**config.mk**
```make
export PLATFORM = sky130hd
export DESIGN_NAME = voxel_line_rasterizer_top
export DESIGN_NICKNAME = d
export VERILOG_FILES = /design/src/hw/rtl/vlr_pkg.sv /design/src/hw/rtl/vlr_endpoint.sv /design/src/hw/rtl/voxel_line_rasterizer_top.sv
export SDC_FILE = /design/constraint.sdc
export NUM_CORES = 1
export LEC_CHECK = 0
export ABC_AREA = 1
export BUFFER_PORTS_ARGS = -buffer_cell sky130_fd_sc_hd__buf_2
export CAP_MARGIN = 30
export CORE_MARGIN = 2
export CORE_UTILIZATION = 59
export DETAILED_ROUTE_END_ITERATION = 10
export GPL_TIMING_DRIVEN = 0
export PLACE_DENSITY = 0.89
export SETUP_SLACK_MARGIN = 0.02
export SYNTH_ARGS = -nofsm -noshare
export SYNTH_HDL_FRONTEND = slang
export SYNTH_SLANG_ARGS = --single-unit
```
**constraint.sdc**
```tcl
create_clock -name aclk -period 13.74 [get_ports aclk]
set_clock_uncertainty 0.1 [all_clocks]
set_input_delay 0.687 -clock aclk [delete_from_list [all_inputs] [get_ports aclk]]
set_output_delay 0.687 -clock aclk [all_outputs]
set_load 0.03 [all_outputs]
```
**src/hw/rtl/vlr_pkg.sv**
```systemverilog
`timescale 1ns / 1ps

package vlr_pkg;

    // Default chunk height.
    localparam int DEPTH_DEFAULT = 128;

    // Chunk plane edge and largest plane coordinate.
    localparam int PLANE_SIZE = 16;
    localparam logic [3:0] PLANE_MAX = 4'd15;

    // Write counter value at the last of the at most sixteen writes one line request can cause.
    localparam logic [3:0] LAST_COUNT = 4'd15;

    // Rotation codes.
    localparam logic [1:0] ROT_NONE = 2'd0;
    localparam logic [1:0] ROT_CCW  = 2'd1;
    localparam logic [1:0] ROT_CW   = 2'd2;
    localparam logic [1:0] ROT_HALF = 2'd3;

    // Micro-operations.
    localparam logic [1:0] OP_ACCEPT = 2'd0;
    localparam logic [1:0] OP_ROTATE = 2'd1;
    localparam logic [1:0] OP_SETUP  = 2'd2;
    localparam logic [1:0] OP_EMIT   = 2'd3;

    // Jump conditions: when true, go to the target step, else to the next one.
    localparam logic [1:0] COND_NEVER  = 2'd0;
    localparam logic [1:0] COND_ALWAYS = 2'd1;
    localparam logic [1:0] COND_NO_IN  = 2'd2;
    localparam logic [1:0] COND_MORE   = 2'd3;

    // Step numbers.
    localparam logic [2:0] STEP_ACCEPT = 3'd0;
    localparam logic [2:0] STEP_ROTATE = 3'd1;
    localparam logic [2:0] STEP_SETUP  = 3'd2;
    localparam logic [2:0] STEP_EMIT   = 3'd3;
    localparam logic [2:0] STEP_RETURN = 3'd4;

    typedef struct packed {
        logic signed [15:0] start_x;
        logic signed [15:0] start_y;
        logic signed [15:0] start_z;
        logic signed [15:0] end_x;
        logic signed [15:0] end_y;
        logic signed [15:0] end_z;
        logic [1:0]         start_rotation;
        logic [1:0]         end_rotation;
        logic [7:0]         block_value;
    } line_req_t;

    typedef struct packed {
        logic [14:0] write_address;
        logic [7:0]  fill_value;
        logic [3:0]  cell_x;
        logic [6:0]  cell_y;
        logic [3:0]  cell_z;
        logic        last_write;
    } cell_write_t;

    typedef struct packed {
        logic [1:0] op;
        logic [1:0] cond;
        logic [2:0] target;
    } ctrl_t;

    // Control store: one control word per step.
    function automatic ctrl_t ucode_rom(input logic [2:0] step);
        ctrl_t w;
        case (step)
            STEP_ACCEPT: w = '{op: OP_ACCEPT, cond: COND_NO_IN,  target: STEP_ACCEPT};
            STEP_ROTATE: w = '{op: OP_ROTATE, cond: COND_NEVER,  target: STEP_ACCEPT};
            STEP_SETUP:  w = '{op: OP_SETUP,  cond: COND_NEVER,  target: STEP_ACCEPT};
            STEP_EMIT:   w = '{op: OP_EMIT,   cond: COND_MORE,   target: STEP_EMIT};
            STEP_RETURN: w = '{op: OP_SETUP,  cond: COND_ALWAYS, target: STEP_ACCEPT};
            default:     w = '{op: OP_SETUP,  cond: COND_ALWAYS, target: STEP_ACCEPT};
        endcase
        return w;
    endfunction

endpackage

```
**src/hw/rtl/vlr_endpoint.sv**
```systemverilog
`timescale 1ns / 1ps

module vlr_endpoint
    import vlr_pkg::*;
#(
    parameter int DEPTH = DEPTH_DEFAULT,
    localparam int YW = $clog2(DEPTH)
) (
    input  logic signed [15:0] raw_x,
    input  logic signed [15:0] raw_y,
    input  logic signed [15:0] raw_z,
    input  logic [1:0]         rotation,
    output logic [3:0]         pt_x,
    output logic [3:0]         pt_z,
    output logic [YW-1:0]      pt_y
);

    localparam logic signed [16:0] YMAX = 17'(DEPTH - 1);
    localparam logic signed [15:0] XZMAX = 16'(PLANE_SIZE - 1);

    logic [3:0] cx;
    logic [3:0] cz;

    // Clamp into the chunk.
    always_comb begin
        if (raw_x < 0) begin
            cx = '0;
        end else if (raw_x > XZMAX) begin
            cx = PLANE_MAX;
        end else begin
            cx = raw_x[3:0];
        end
        if (raw_z < 0) begin
            cz = '0;
        end else if (raw_z > XZMAX) begin
            cz = PLANE_MAX;
        end else begin
            cz = raw_z[3:0];
        end
        if (raw_y < 0) begin
            pt_y = '0;
        end else if (17'(raw_y) > YMAX) begin
            pt_y = YMAX[YW-1:0];
        end else begin
            pt_y = raw_y[YW-1:0];
        end
    end

    // Rotate in the plane; 15 - v is the bitwise complement on four bits.
    always_comb begin
        case (rotation)
            ROT_CCW: begin
                pt_x = cz;
                pt_z = ~cx;
            end
            ROT_CW: begin
                pt_x = ~cz;
                pt_z = cx;
            end
            ROT_HALF: begin
                pt_x = ~cx;
                pt_z = ~cz;
            end
            default: begin
                pt_x = cx;
                pt_z = cz;
            end
        endcase
    end

endmodule

```
**src/hw/rtl/voxel_line_rasterizer_top.sv**
```systemverilog
`timescale 1ns / 1ps
// A taken request passes the rotate and setup steps before emit registers its first write.
// A line of n cells (1 to 16) runs the microcode program: accept, rotate, setup,
// n emit steps, return.
// A request is taken only at the accept step; a stall on the result side holds the emit step.
// Reset (aresetn low, synchronous) returns the step counter to accept and drops m_valid.

module voxel_line_rasterizer_top
    import vlr_pkg::*;
#(
    parameter int DEPTH = DEPTH_DEFAULT
) (
    input  logic        aclk,
    input  logic        aresetn,
    input  logic        s_valid,
    output logic        s_ready,
    input  line_req_t   s_data,
    output logic        m_valid,
    input  logic        m_ready,
    output cell_write_t m_data
);

    localparam int YW = $clog2(DEPTH);
    // The height error term also has to hold the plane span, which reaches fifteen.
    localparam int YEW = ((YW > 4) ? YW : 4) + 3;

    ctrl_t ctrl;

    logic [2:0] pc_reg, pc_next;
    logic       m_valid_reg, m_valid_next;
    cell_write_t m_data_reg;
    line_req_t  req_reg;

    // Endpoint values after clamp and rotation.
    logic [3:0]    sx_w, sz_w, ex_w, ez_w;
    logic [YW-1:0] sy_w, ey_w;

    // Walk registers.
    logic [3:0]    sx_reg, sz_reg, ex_reg, ez_reg;
    logic [YW-1:0] sy_reg, ey_reg;
    logic [3:0]    dx_reg, dz_reg;
    logic [YW-1:0] dy_reg;
    logic [3:0]    yopp_reg;
    logic          stx_reg, stz_reg, sty_reg;
    logic signed [6:0]     err_reg;
    logic signed [YEW-1:0] yerr_reg;
    logic [3:0]    cnt_reg;

    logic out_free;
    logic is_last;
    logic out_load;
    logic jump;

    logic signed [7:0]   e2;
    logic signed [7:0]   dx_s, dz_s;
    logic                x_move, z_move;
    logic signed [6:0]   err_next;
    logic signed [YEW:0] ye2;
    logic signed [YEW:0] yopp_s, dy_s;
    logic                y_move, y_add;
    logic signed [YEW-1:0] yerr_next;
    logic [YW-1:0]       sy_next;
    logic [16:0]         addr;

    // Setup values.
    logic [3:0]    dx_w, dz_w;
    logic [YW-1:0] dy_w;

    assign ctrl = ucode_rom(pc_reg);

    // Endpoint clamp and rotation units.
    vlr_endpoint #(.DEPTH(DEPTH)) u_start (
        .raw_x    (req_reg.start_x),
        .raw_y    (req_reg.start_y),
        .raw_z    (req_reg.start_z),
        .rotation (req_reg.start_rotation),
        .pt_x     (sx_w),
        .pt_z     (sz_w),
        .pt_y     (sy_w)
    );

    vlr_endpoint #(.DEPTH(DEPTH)) u_end (
        .raw_x    (req_reg.end_x),
        .raw_y    (req_reg.end_y),
        .raw_z    (req_reg.end_z),
        .rotation (req_reg.end_rotation),
        .pt_x     (ex_w),
        .pt_z     (ez_w),
        .pt_y     (ey_w)
    );

    // Handshake and emit conditions.
    assign s_ready  = (ctrl.op == OP_ACCEPT);
    assign out_free = !m_valid_reg || m_ready;
    assign is_last  = ((sx_reg == ex_reg) && (sz_reg == ez_reg)) || (cnt_reg == LAST_COUNT);
    assign out_load = (ctrl.op == OP_EMIT) && out_free;

    // Sequencer: conditional jump or fall through.
    always_comb begin
        case (ctrl.cond)
            COND_ALWAYS: jump = 1'b1;
            COND_NO_IN:  jump = !s_valid;
            COND_MORE:   jump = !(out_free && is_last);
            default:     jump = 1'b0;
        endcase
        pc_next = jump ? ctrl.target : pc_reg + 3'd1;
    end

    // Deltas for setup.
    always_comb begin
        dx_w = (sx_reg < ex_reg) ? ex_reg - sx_reg : sx_reg - ex_reg;
        dz_w = (sz_reg < ez_reg) ? ez_reg - sz_reg : sz_reg - ez_reg;
        dy_w = (sy_reg < ey_reg) ? ey_reg - sy_reg : sy_reg - ey_reg;
    end

    // Plane and height error terms for one walk step.
    always_comb begin
        dx_s     = 8'($signed({1'b0, dx_reg}));
        dz_s     = 8'($signed({1'b0, dz_reg}));
        e2       = 8'(err_reg) <<< 1;
        x_move   = e2 > -dz_s;
        z_move   = e2 < dx_s;
        err_next = 7'(8'(err_reg) - (x_move ? dz_s : 8'sd0) + (z_move ? dx_s : 8'sd0));

        yopp_s    = (YEW + 1)'($signed({1'b0, yopp_reg}));
        dy_s      = (YEW + 1)'($signed({1'b0, dy_reg}));
        ye2       = (YEW + 1)'(yerr_reg) <<< 1;
        y_move    = (sy_reg != ey_reg) && (ye2 > -yopp_s);
        y_add     = (sy_reg != ey_reg) && (ye2 < dy_s);
        yerr_next = YEW'((YEW + 1)'(yerr_reg) - (y_move ? yopp_s : '0)
                         + (y_add ? dy_s : '0));
        sy_next   = y_move ? (sty_reg ? sy_reg + 1'b1 : sy_reg - 1'b1) : sy_reg;
    end

    // Column-major cell address.
    assign addr = 17'({sx_reg, sz_reg}) * 17'(DEPTH) + 17'(sy_reg);

    always_comb begin
        m_valid_next = m_valid_reg;
        if (out_load) begin
            m_valid_next = 1'b1;
        end else if (m_ready) begin
            m_valid_next = 1'b0;
        end
    end

    // Control registers.
    always_ff @(posedge aclk) begin
        if (!aresetn) begin
            pc_reg      <= STEP_ACCEPT;
            m_valid_reg <= 1'b0;
        end else begin
            pc_reg      <= pc_next;
            m_valid_reg <= m_valid_next;
        end
    end

    // Datapath, driven by the current micro-operation.
    always_ff @(posedge aclk) begin
        case (ctrl.op)
            OP_ACCEPT: begin
                if (s_valid) begin
                    req_reg <= s_data;
                end
            end
            OP_ROTATE: begin
                sx_reg <= sx_w;
                sz_reg <= sz_w;
                sy_reg <= sy_w;
                ex_reg <= ex_w;
                ez_reg <= ez_w;
                ey_reg <= ey_w;
            end
            OP_SETUP: begin
                dx_reg   <= dx_w;
                dz_reg   <= dz_w;
                dy_reg   <= dy_w;
                stx_reg  <= sx_reg < ex_reg;
                stz_reg  <= sz_reg < ez_reg;
                sty_reg  <= sy_reg < ey_reg;
                err_reg  <= 7'($signed({1'b0, dx_w})) - 7'($signed({1'b0, dz_w}));
                yopp_reg <= (dz_w > dx_w) ? dz_w : dx_w;
                yerr_reg <= YEW'($signed({1'b0, dy_w}))
                            - YEW'($signed({1'b0, ((dz_w > dx_w) ? dz_w : dx_w)}));
                cnt_reg  <= '0;
            end
            OP_EMIT: begin
                if (out_free) begin
                    m_data_reg.write_address <= addr[14:0];
                    m_data_reg.fill_value    <= req_reg.block_value;
                    m_data_reg.cell_x        <= sx_reg;
                    m_data_reg.cell_y        <= 7'(sy_reg);
                    m_data_reg.cell_z        <= sz_reg;
                    m_data_reg.last_write    <= is_last;
                    cnt_reg  <= cnt_reg + 4'd1;
                    err_reg  <= err_next;
                    yerr_reg <= yerr_next;
                    sy_reg   <= sy_next;
                    if (x_move) begin
                        sx_reg <= stx_reg ? sx_reg + 4'd1 : sx_reg - 4'd1;
                    end
                    if (z_move) begin
                        sz_reg <= stz_reg ? sz_reg + 4'd1 : sz_reg - 4'd1;
                    end
                end
            end
            default: begin
            end
        endcase
    end

    assign m_valid = m_valid_reg;
    assign m_data  = m_data_reg;

    // A new request is never taken right after one was taken.
    a_no_back_to_back: assert property (@(posedge aclk) disable iff (!aresetn)
        s_valid && s_ready |=> !s_ready)
        else $error("request taken while a line is in progress");

    // A write that is not the last keeps the sequencer in the emit step.
    a_emit_continues: assert property (@(posedge aclk) disable iff (!aresetn)
        out_load && !is_last |=> pc_reg == STEP_EMIT)
        else $error("line ended before its last write");

    // The last write returns the sequencer toward accept.
    a_last_leaves: assert property (@(posedge aclk) disable iff (!aresetn)
        out_load && is_last |=> pc_reg == STEP_RETURN)
        else $error("sequencer kept emitting after the last write");

    // The write count of a line never passes sixteen.
    a_count_bound: assert property (@(posedge aclk) disable iff (!aresetn)
        (ctrl.op == OP_EMIT) && (cnt_reg == LAST_COUNT) |-> is_last)
        else $error("line longer than sixteen cells");

endmodule
```
==> metrics <==
status=finished, final reports clean; final period utilization=0.3785; # diodes=0; crit start category=flop; wire length per cell=15.28 um; unrepaired setup endpoints after global routing=false; met2 WL=between 10 and 15 mm; post-CTS setup buffers=0; clk slew on worst S/H paths=around 0.06 ns; initial DRC count=623; share of cells above drive strength 1=0.1792; CP Max Fanout=6; vias in the first global route=9,163; fmax=192.3 MHz; clock latency on the worst-skew pair=around 0.5 ns; CTS Buf Count=22; vias per cell=5.399; routed metal-1 wire length=about 9.9 mm; Tmin final=5.200 ns; Initial Util=0.6065; #FFs+latches synth=209; CTS tree=built; grt ovf=0; vias=8,994; setup_tns=0 ns; WL met3=roughly 1.8 mm; Post-synth EDFFs=roughly 210; crit path kind=flop to flop; Layout Nets=~1,600; # DRC=0; Hold Crit Class=input port to flop; CP arrival=approximately 5.4 ns; number of H-tree levels=1; FFs w/ async S/R, synth=0; Post-Synthesis Cells=around 1,200; Final Hold Fails=0; ANT nets after route=0; Post-synth top flop=edfxtp_1; CTS resizes=0; Core Rows=51; GRT Total Usage=0.2386; first-pass GRT wire length=approximately 42 mm; largest net degree at the start of global routing=18; slowest library cell on the worst path=edfxtp_1; Sink Count=209; sequential cell area fraction in the yosys report=0.5231; drt first pass iters=7; post-synth cell types=46; placer congestion estimate=between 0.8 and 0.9; synth warn=0; antenna violations before repair=0; synthesized area per cell=between 9 and 10 um2; Req. time, crit path=approximately 14 ns; Mapped Area=about 0.012 mm2; worst-case clock buffer depth=3; CORE AREA=0.01965 mm2; IO Port Bufs=between 150 and 200; Slew @ Worst Pin=slightly below 0.9 ns; relative slew slack=0.4225; final setup fails=0; most frequent CP cell=nand2_1; hold path cells=1; slowest cell delay on critical path=0.49 ns; Syn Nets=approximately 1,400; Largest register FFs=between 100 and 150; r2r worst-path depth=29; Ports=153; DIE AREA=roughly 0.021 mm2; max cap viols=0; die width=approximately 150 um; crit end category=flop; CTS Hold Bufs=0; Root Driver=clkbuf_16; top sig layer=met4; Final Max Slew Viols=0; DP HPWL=18.99 mm; Die Ht=around 150 um; P&R area growth vs syn=16.93%; Routed WL=25.46 mm
## cell families after synthesis
kind of cell	share of synthesized area
simple gates	0.1759
xor+xnor	0.01690
compound gates	0.06109
buf+inv	0.08208
fa+ha+maj	0.1400
mux	0.0008398
flops	0.5231
## routing by layer
layer	vias up	GRT usage
met3	82	0.04406
met2	394	0.4281
li1	4376	-
met5	-	0
met1	4142	0.2801
met4	0	0.1063
## critical path, delay by kind of cell, from the launching register on
family	cells	cell delay (ns)
compound gates	3	0.77
xor+xnor	1	0.32
fa+ha+maj	4	1.20
buf+inv	5	0.61
flops	1	0.49
simple gates	16	1.45
## final timing paths
kind | startpoint | end | slack (ns)
worst max-delay path | sz_reg[0] | yerr_reg[5] | 8.54
worst min-delay path | s_data[45] | req_reg[45] | 0.26
worst min register to register | req_reg[0] | m_data[16] | 0.32
worst max register to register | sz_reg[0] | yerr_reg[5] | 8.54
## through the flow
step / instances / hold slack, ns / utilization / setup slack (ns) / instance area (um2)
after floorplan: 1196 / 0.3003 / - / 4.029 / 11920
after global placement: 1613 / 0.3011 / 0.6621 / 1.904 / 13010
after detailed placement: 1626 / 0.3045 / 0.6714 / 8.702 / 13200
after CTS: 1666 / 0.2474 / 0.7092 / 8.648 / 13940
after global routing: 1666 / 0.2455 / 0.7092 / 8.167 / 13940
final: 1666 / 0.2584 / 0.7092 / 8.540 / 13940
## synth_stat cells, types with 8 or more instances
| library cell | instances | area, um2 |
|---|---|---|
| fa_1 | 19 | 380.4 |
| nand4_1 | 20 | 125.1 |
| edfxtp_1 | 205 | 6156 |
| nor3_1 | 8 | 40.04 |
| inv_1 | 209 | 784.5 |
| o21ai_0 | 51 | 255.2 |
| xnor2_1 | 8 | 70.07 |
| ha_1 | 103 | 1289 |
| nand2_1 | 225 | 844.6 |
| buf_4 | 15 | 112.6 |
| nand2_2 | 9 | 56.30 |
| nor2_1 | 74 | 277.8 |
| a21oi_1 | 63 | 315.3 |
| nand3_1 | 92 | 460.4 |
| nand3b_1 | 8 | 60.06 |
| xor2_1 | 15 | 131.4 |
## layout make-up
class                           instances  area, um2
Sequential cell                       209       6236
Clock buffer                           25      583.1
Timing Repair Buffer                  165      930.9
Fill cell                            1356       5715
Inverter                              215      807.0
Multi-Input combinational cell        747       4720
Clock inverter                         15      158.9
Tap cell                              265      331.6
Buffer                                 25      171.4
## placed cells by master, fill, tap and decap left out, types with 4 or more instances in the layout
cell	instances
clkbuf_16	23
o21ai_0	51
buf_6	12
xor2_1	15
clkinv_1	8
o21ai_1	5
ha_1	103
nand2_2	9
nand2_4	6
nor2_2	4
edfxtp_1	205
inv_1	209
buf_4	15
nand4_1	20
a21oi_1	62
xnor2_1	8
dfxtp_1	4
clkbuf_1	5
buf_2	157
inv_2	4
nor4_1	6
nor2_1	72
nand3b_1	8
fa_1	19
nand2_1	225
nand3_1	92
nor3_1	8
Power is not shown: default switching activity piles up to over one toggle a cycle in this logic, so the estimate is an artifact.
